===== src/lbpt_pkg.sv =====
// Shared types, class and action codes, and the UAX#14 pair table for the
// line-break pair table resolver. No dependencies.
`default_nettype none

package lbpt_pkg;

	// Break actions as given on the result channel
	typedef enum logic [2:0] {
		ACT_DIR  = 3'd0,
		ACT_IND  = 3'd1,
		ACT_CIND = 3'd2,
		ACT_CPRO = 3'd3,
		ACT_PRO  = 3'd4,
		ACT_EXP  = 3'd5
	} lbpt_action_t;

	// Line-break classes used by name; all but WJ lie outside the pair table
	localparam logic [4:0] CLS_WJ = 5'd20;
	localparam logic [4:0] CLS_SP = 5'd26;
	localparam logic [4:0] CLS_SA = 5'd27;
	localparam logic [4:0] CLS_BK = 5'd28;
	localparam logic [4:0] CLS_CR = 5'd29;
	localparam logic [4:0] CLS_LF = 5'd30;
	localparam logic [4:0] CLS_NL = 5'd31;

	// Classes covered by the pair table (OP..JT)
	localparam int NTAB = 26;

	// Result FIFO depth (power of two)
	localparam int FIFO_DEPTH = 4;
	localparam int FIFO_AW    = $clog2(FIFO_DEPTH);
	localparam int FIFO_CW    = $clog2(FIFO_DEPTH + 1);

	// One result item
	typedef struct packed {
		lbpt_action_t action;
		logic         break_allowed;
		logic         last_result;
	} lbpt_res_t;

	// Resolver state carried between items
	typedef struct packed {
		logic         at_start;
		logic [4:0]   ctx;
		logic [4:0]   prev;
		logic [4:0]   prev2;
		lbpt_action_t pend_act;
		logic         pend_valid;
	} lbpt_state_t;

	// Pair table: one row per class before the boundary, one nibble per class
	// after it, column OP in the top nibble
	localparam logic [4*NTAB-1:0] PAIR_TAB [NTAB] = '{
		104'h44444444444444444443444444,
		104'h04114444111100110042400000,
		104'h44111444111111111142411111,
		104'h14111444111111111142411111,
		104'h04111444000000110042400000,
		104'h04111444000000110042400000,
		104'h04111444001000110042400000,
		104'h04111444001100110042400000,
		104'h14111444001110110042411111,
		104'h14111444001100110042400000,
		104'h14111444111101110042400000,
		104'h14111444001101110042400000,
		104'h04111444010001110042400000,
		104'h04111444000001110042400000,
		104'h04101444001000110042400000,
		104'h04101444000000110042400000,
		104'h14111444111111111142411111,
		104'h04111444000000110442400000,
		104'h00000000000000000040000000,
		104'h04111444001101110042400000,
		104'h14111444111111111142411111,
		104'h04111444010001110042400011,
		104'h04111444010001110042400001,
		104'h04111444010001110042411110,
		104'h04111444010001110042400011,
		104'h04111444010001110042400001
	};

	// Table lookup; row and column must both be below NTAB
	function automatic lbpt_action_t pair_lookup(input logic [4:0] row, input logic [4:0] col);
		logic [4*NTAB-1:0] row_bits;
		logic [6:0]        base;
		row_bits = PAIR_TAB[row];
		base     = 7'((NTAB - 1 - int'(col)) * 4);
		return lbpt_action_t'(row_bits[base +: 3]);
	endfunction

endpackage

`default_nettype wire


===== src/lbpt_step.sv =====
// Combinational resolver step: one class against the carried state gives up
// to two result items and the next state. Depends on lbpt_pkg.
`default_nettype none

module lbpt_step import lbpt_pkg::*; (
	input  lbpt_state_t  st,
	input  logic [4:0]   char_class,
	input  logic         last_char,
	input  logic         legacy_cm,
	output lbpt_state_t  nxt,
	output lbpt_res_t    res0,
	output lbpt_res_t    res1,
	output logic [1:0]   res_n
);

	function automatic lbpt_res_t mk_res(input lbpt_action_t act, input logic lst);
		lbpt_res_t r;
		r.action        = act;
		r.break_allowed = (act != ACT_CPRO) && (act != ACT_PRO);
		r.last_result   = lst;
		return r;
	endfunction

	logic         brk, start, rewrite, hold, defer;
	logic         av, bv;
	lbpt_action_t t, b, pa, bact;
	logic [4:0]   nctx, run_ctx;
	lbpt_res_t    ra, rb, rc;

	always_comb begin
		// run ends after BK, or after CR not followed by LF
		brk   = !st.at_start && (st.ctx == CLS_BK || (st.ctx == CLS_CR && char_class != CLS_LF));
		start = st.at_start || brk;

		t = ((st.ctx < 5'(NTAB)) && (char_class < 5'(NTAB))) ?
			pair_lookup(st.ctx, char_class) : ACT_PRO;

		// boundary action and new context inside a run
		b       = ACT_PRO;
		nctx    = st.ctx;
		rewrite = 1'b0;
		if (char_class == CLS_SP) begin
			nctx = st.ctx;
		end else if (char_class == CLS_BK || char_class == CLS_NL || char_class == CLS_LF) begin
			nctx = CLS_BK;
		end else if (char_class == CLS_CR) begin
			nctx = CLS_CR;
		end else if (st.ctx == CLS_SA || char_class == CLS_SA) begin
			nctx = char_class;
		end else begin
			case (t)
				ACT_IND: begin
					b    = (st.prev == CLS_SP) ? ACT_IND : ACT_PRO;
					nctx = char_class;
				end
				ACT_CPRO: begin
					b = ACT_CPRO;
					if (st.prev == CLS_SP) nctx = char_class;
				end
				ACT_CIND: begin
					if (st.prev == CLS_SP) begin
						if (!legacy_cm) b = ACT_CIND;
						else rewrite = st.pend_valid;
						nctx = char_class;
					end
				end
				default: begin
					b    = t;
					nctx = char_class;
				end
			endcase
		end

		// legacy rewrite of the held boundary before the space
		pa = (!start && rewrite) ? ((st.prev2 == CLS_SP) ? ACT_IND : ACT_DIR) : st.pend_act;

		// boundary before a space is held back in legacy mode
		hold = !start && legacy_cm && (char_class == CLS_SP) && !last_char;

		av   = st.pend_valid;
		bv   = start ? brk : !hold;
		bact = start ? ACT_EXP : b;
		ra   = mk_res(pa, pa == ACT_EXP);
		rb   = mk_res(bact, 1'b0);
		rc   = mk_res(ACT_EXP, 1'b1);

		// pack the first two of held, own and closing items
		res0  = rc;
		res1  = rc;
		res_n = 2'd0;
		if (av) begin
			res0 = ra;
			if (bv) begin
				res1  = rb;
				res_n = 2'd2;
			end else if (last_char) begin
				res_n = 2'd2;
			end else begin
				res_n = 2'd1;
			end
		end else if (bv) begin
			res0 = rb;
			res_n = last_char ? 2'd2 : 2'd1;
		end else if (last_char) begin
			res_n = 2'd1;
		end
		defer = last_char && av && bv;

		// next state
		case (char_class)
			CLS_LF, CLS_NL: run_ctx = CLS_BK;
			CLS_SP:         run_ctx = CLS_WJ;
			default:        run_ctx = char_class;
		endcase
		nxt.at_start = last_char;
		nxt.ctx      = start ? run_ctx : nctx;
		nxt.prev     = char_class;
		nxt.prev2    = start ? 5'd0 : st.prev;
		if (defer) begin
			nxt.pend_act   = ACT_EXP;
			nxt.pend_valid = 1'b1;
		end else if (hold) begin
			nxt.pend_act   = b;
			nxt.pend_valid = 1'b1;
		end else begin
			nxt.pend_act   = pa;
			nxt.pend_valid = 1'b0;
		end
	end

endmodule

`default_nettype wire


===== src/lbpt_out_fifo.sv =====
// Result FIFO: takes up to two items a cycle, gives one a cycle while out_ready is high.
// Depends on lbpt_pkg.
`default_nettype none

module lbpt_out_fifo import lbpt_pkg::*; (
	input  logic       clk,
	input  logic       arst_n,
	input  lbpt_res_t  push0,
	input  lbpt_res_t  push1,
	input  logic [1:0] push_n,
	output logic       room2,
	output logic       out_valid,
	input  logic       out_ready,
	output lbpt_res_t  head
);

	lbpt_res_t          mem_q [FIFO_DEPTH];
	logic [FIFO_AW-1:0] wr_ptr_q, rd_ptr_q;
	logic [FIFO_CW-1:0] count_q;
	logic               pop;

	assign out_valid = (count_q != '0);
	assign pop       = out_valid && out_ready;
	assign head      = mem_q[rd_ptr_q];
	assign room2     = (count_q <= FIFO_CW'(FIFO_DEPTH - 2));

	// storage
	always_ff @(posedge clk) begin
		if (push_n != 2'd0) mem_q[wr_ptr_q] <= push0;
		if (push_n == 2'd2) mem_q[wr_ptr_q + FIFO_AW'(1)] <= push1;
	end

	// pointers and fill count
	always_ff @(posedge clk or negedge arst_n) begin
		if (!arst_n) begin
			wr_ptr_q <= '0;
			rd_ptr_q <= '0;
			count_q  <= '0;
		end else begin
			wr_ptr_q <= wr_ptr_q + FIFO_AW'(push_n);
			if (pop) rd_ptr_q <= rd_ptr_q + FIFO_AW'(1);
			count_q <= count_q + FIFO_CW'(push_n) - FIFO_CW'(pop);
		end
	end

endmodule

`default_nettype wire


===== src/line_break_pair_table_resolver.sv =====
// Top level of the line-break pair table resolver: input register, state,
// configuration port and result FIFO. Depends on lbpt_pkg, lbpt_step, lbpt_out_fifo.
//
// One character class is taken per cycle into an input register; the pair
// table lookup and the boundary rules are resolved from that register, and
// the up to two result items it causes are written into a four-entry result
// FIFO once that has room for two results. Items enter at one per cycle as
// long as the FIFO has room for two results; since the output gives one
// result per cycle while out_ready is high, the sustained rate is one item
// per cycle while items cause at most one result on average. The
// legacy_cm register (byte address 0) must be written only while the block is
// idle.
`default_nettype none

module line_break_pair_table_resolver import lbpt_pkg::*; (
	input  logic        clk,
	input  logic        arst_n,
	// configuration port
	input  logic        psel,
	input  logic        penable,
	input  logic        pwrite,
	input  logic [2:0]  paddr,
	input  logic [31:0] pwdata,
	output logic [31:0] prdata,
	output logic        pready,
	// input items
	input  logic        in_valid,
	output logic        in_ready,
	input  logic [4:0]  char_class,
	input  logic        last_char,
	// result items
	output logic        out_valid,
	input  logic        out_ready,
	output logic [2:0]  action,
	output logic        break_allowed,
	output logic        last_result
);

	logic        legacy_cm_q;
	logic        valid_s1;
	logic [4:0]  class_s1;
	logic        last_s1;
	lbpt_state_t state_q, state_nxt;
	lbpt_res_t   res0, res1, head;
	logic [1:0]  res_n;
	logic        room2, go;

	// configuration register
	assign pready = 1'b1;
	assign prdata = (paddr[2] == 1'b0) ? {31'd0, legacy_cm_q} : 32'd0;

	always_ff @(posedge clk or negedge arst_n) begin
		if (!arst_n) begin
			legacy_cm_q <= 1'b0;
		end else if (psel && penable && pwrite && pready && (paddr[2] == 1'b0)) begin
			legacy_cm_q <= pwdata[0];
		end
	end

	// input register: resolved once the FIFO has room for two items
	assign go       = valid_s1 && room2;
	assign in_ready = !valid_s1 || go;

	always_ff @(posedge clk or negedge arst_n) begin
		if (!arst_n) begin
			valid_s1 <= 1'b0;
		end else if (in_ready) begin
			valid_s1 <= in_valid;
		end
	end

	always_ff @(posedge clk) begin
		if (in_ready && in_valid) begin
			class_s1 <= char_class;
			last_s1  <= last_char;
		end
	end

	// resolver step
	lbpt_step u_step (
		.st         (state_q),
		.char_class (class_s1),
		.last_char  (last_s1),
		.legacy_cm  (legacy_cm_q),
		.nxt        (state_nxt),
		.res0       (res0),
		.res1       (res1),
		.res_n      (res_n)
	);

	// carried state
	always_ff @(posedge clk or negedge arst_n) begin
		if (!arst_n) begin
			state_q.at_start   <= 1'b1;
			state_q.ctx        <= 5'd0;
			state_q.prev       <= 5'd0;
			state_q.prev2      <= 5'd0;
			state_q.pend_act   <= ACT_DIR;
			state_q.pend_valid <= 1'b0;
		end else if (go) begin
			state_q <= state_nxt;
		end
	end

	// result FIFO
	lbpt_out_fifo u_fifo (
		.clk       (clk),
		.arst_n    (arst_n),
		.push0     (res0),
		.push1     (res1),
		.push_n    (go ? res_n : 2'd0),
		.room2     (room2),
		.out_valid (out_valid),
		.out_ready (out_ready),
		.head      (head)
	);

	assign action        = head.action;
	assign break_allowed = head.break_allowed;
	assign last_result   = head.last_result;

endmodule

`default_nettype wire


===== config.mk =====
export PLATFORM = sky130hd
export DESIGN_NAME = line_break_pair_table_resolver
export DESIGN_NICKNAME = d
export VERILOG_FILES = /design/src/lbpt_pkg.sv /design/src/lbpt_step.sv /design/src/lbpt_out_fifo.sv /design/src/line_break_pair_table_resolver.sv
export SDC_FILE = /design/constraint.sdc
export NUM_CORES = 1
export LEC_CHECK = 0
export BUFFER_PORTS_ARGS = -buffer_cell sky130_fd_sc_hd__buf_2
export CORE_MARGIN = 5
export CORE_UTILIZATION = 35
export CTS_BUF_LIST = sky130_fd_sc_hd__clkbuf_2
export DETAILED_ROUTE_END_ITERATION = 16
export HOLD_SLACK_MARGIN = 0.15
export PLACE_DENSITY_LB_ADDON = 0.08
export SKIP_LAST_GASP = 1
export SLEW_MARGIN = 0
export SYNTH_ARGS = -nofsm -noshare
export SYNTH_HDL_FRONTEND = slang
export SYNTH_SLANG_ARGS = --single-unit

===== constraint.sdc =====
create_clock -name clk -period 12.15 [get_ports clk]
set_clock_uncertainty 0.05 [all_clocks]
set_input_delay 2.43 -clock clk [delete_from_list [all_inputs] [get_ports clk]]
set_output_delay 2.43 -clock clk [all_outputs]
set_load 0.01 [all_outputs]

==> impl_results.md <==
- Post-synth EDFFs: 26
- Antenna violations before repair: 0
- Final cycle utilization of the critical path: 43.1%
- Area contributors post-synth: edfxtp_1 19%, dfrtp_1 17%, buf_4 6.6%, ha_1 5.5%, nand2_1 4.3%
- Mean Syn Cell Area: roughly 9.5 µm²
- Hold WC Path Type: reg -> reg
- Max-cap violations: 0
- Clk buf depth: 2
- Crit path time final: 5230 ps
- Critical path cell sequence: buf_2 -> nor2b_1 -> buf_2
- # IOs: 88
- Synth warnings: 0
- Slowest cell on the critical path: buf_2
- Crit Path Max Fanout: 2
- Hold Crit Start: u_fifo.count_q[2]
- Yosys top cell area share: approximately a fifth
- Mapped Cells: ~440
- Slew margin rel.: 40.7%
- Full die area: 0.0140 mm²
- Final hold violations: 0
- FF-to-FF setup slack: around 7500 ps
- Initial Util: 35.9%
- DR DRC count: 0
- Fin nets: 508
- Inst Count DP: 577
- Post-synth top cells: 47 x nand2_1, 36 x buf_4, 30 x nor2_1
- Highest Clock Rate: 0.191 GHz
- Finish-stage setup viols: 0
- Die width: 119 µm
- H-tree depth: 2
- Largest area contributor in the netlist: edfxtp_1
- Largest net degree at the start of global routing: 30
- Netlist cell types: between 80 and 90
- Drt initial violations: about 140
- Die height: around 120 µm
- Leak pwr: 1.75 nW
- Startpoint types: input port
- RD Place Congestion: 0.793
- Ys flop type: dfrtp_1
- Wire per inst: roughly 16 µm
- Kind of critical path: in -> out
- Final wirelength: ~9200 µm
- Measured slew at the worst slew-check pin: around 880 ps
- Clk root buf: clkbuf_2
- Required time of the critical path: between 9000 and 10,000 ps
- Non-filler cells, final: about 600
- Worst r2r src: state_q[15]
- Skew-Pair Late Insertion Delay: around 470 ps
- Vias per inst: 5.18
- # rows: 39
- # clock sinks: 55
- Critical Path Most Common Cell: buf_2
- Worst Setup SP: paddr[2]
- Input/output buffers: 22
- Overall Power: about 1.1 mW
- GRT overflow: 0
- Pre-antenna DRT Iters: 4
- Async S/R FF share, synth: around 53%
- Max-slew violations: 0
- Count leader, synth: nand2_1
- Post-synthesis sequential area ratio: between 30% and 40%
- Worst-path clk slew: about 270 ps
- Yosys reg bits: 55
- Diodes inserted: 0
- Final TNS setup: 0 ps
- TritonCTS buffer count: 5
- Remaining antenna violation count: 0
- Max VDD drop: between 0.09 and 0.1 mV
- GRT Overall Usage: between 10% and 20%
- CP endpoint kind: output port
- Core Box Area: between 0.01 and 0.015 mm²
- First-pass GRT wire length: 15,500 µm
- WP data arrival: approximately 2800 ps
- Total setup buffers inserted after CTS: 0
- Unrepaired setup endpoints after global routing: no
- # hold bufs at CTS: 0
- Proportion of layout cells with a drive suffix above 1: around 13%
- Vias after detailed routing: ~3,000
- Critical path's largest stage delay: approximately 130 ps
- HPWL after DPL: 7040 µm
- Synthesized cell area: 0.00412 mm²
- Status: completed
- PostCTS Resize Cnt: 0
- Area Overhead vs Synth: 2.49%
- Vias in the first global route: between 2,000 and 3,000
- Pwr Density: between 200 and 250 mW/mm²
- TritonCTS clock tree: yes
-- report_power, final --
group          total (mW)  internal (mW)  switching, mW
clock network      0.0728         0.0150         0.0578
registers           0.392          0.288          0.104
logic               0.587          0.245          0.342
-- state kept, by name, indices dropped and copies added (netlist names) --
| register | count |
|---|---|
| u_fifo.count_q | 3 |
| u_fifo.wr_ptr_q | 2 |
| u_fifo.rd_ptr_q | 2 |
| class_s1 | 5 |
| valid_s1 | 1 |
| u_fifo.mem_q | 20 |
| state_q | 20 |
| legacy_cm_q | 1 |
| last_s1 | 1 |
-- path summary, 6_finish.rpt --
| kind | end | depth (start not counted) |
|---|---|---|
| min | u_fifo.count_q[2] | 1 |
| min reg2reg | u_fifo.count_q[2] | 1 |
| max in group asynchronous | state_q[16] | 1 |
| max | prdata[0] | 3 |
| min in group asynchronous | u_fifo.count_q[1] | 1 |
| max reg2reg | u_fifo.mem_q[2][2] | 11 |
-- kinds of logic after synthesis --
kind of cell,after synthesis,synth area share (%)
xor+xnor,10,2.31
simple gates,148,18.7
mux,28,8.50
buf+inv,72,9.99
compound gates,101,17.8
flops,55,36.6
other cells,2,0.182
fa+ha+maj,19,5.95
-- metrics by stage --
step	util (%)	setup slack, ps	hold slack, ps	cell area (µm²)
floorplan	-	7060	391	4230
global placement	36.5	6920	408	4180
detailed placement	36.5	6910	418	4180
CTS	36.8	6910	468	4220
global route	36.8	6880	492	4220
finish	36.8	6920	471	4220
-- layout make-up --
cell class,count,area (µm²)
fill,1188,7240
multi-input combinational,338,2310
sequential,55,1510
tap,143,179
timing repair buffer,22,110
inverter,19,71.3
clock buffer,6,30.0
clock inverter,2,11.3
-- metal layers --
layer,vias to the layer above,global-route usage (%),part of all wire [%]
met4,0,3.61,1.4
met3,12,2.39,3.1
met5,-,0,0
li1,1526,-,-
met2,43,22.0,49
met1,1449,17.7,47
-- cell usage in the layout (no fill, tap or decap), types with 7 or more instances in the layout --
master	n
a21oi_1	18
and2_1	8
buf_2	22
conb_1	32
dfrtp_1	28
edfxtp_1	26
ha_1	18
inv_1	19
mux2i_1	17
nand2_1	47
nand2b_1	7
nand3_1	12
nor2_1	30
nor3_1	8
o21ai_0	28
-- worst max-delay path: cells and delay by family --
family	cells	cell delay, ps
and+or+nand+nor	1	90
buffers and inverters	2	230
No activity file was read; power rests on OpenSTA's default activity.
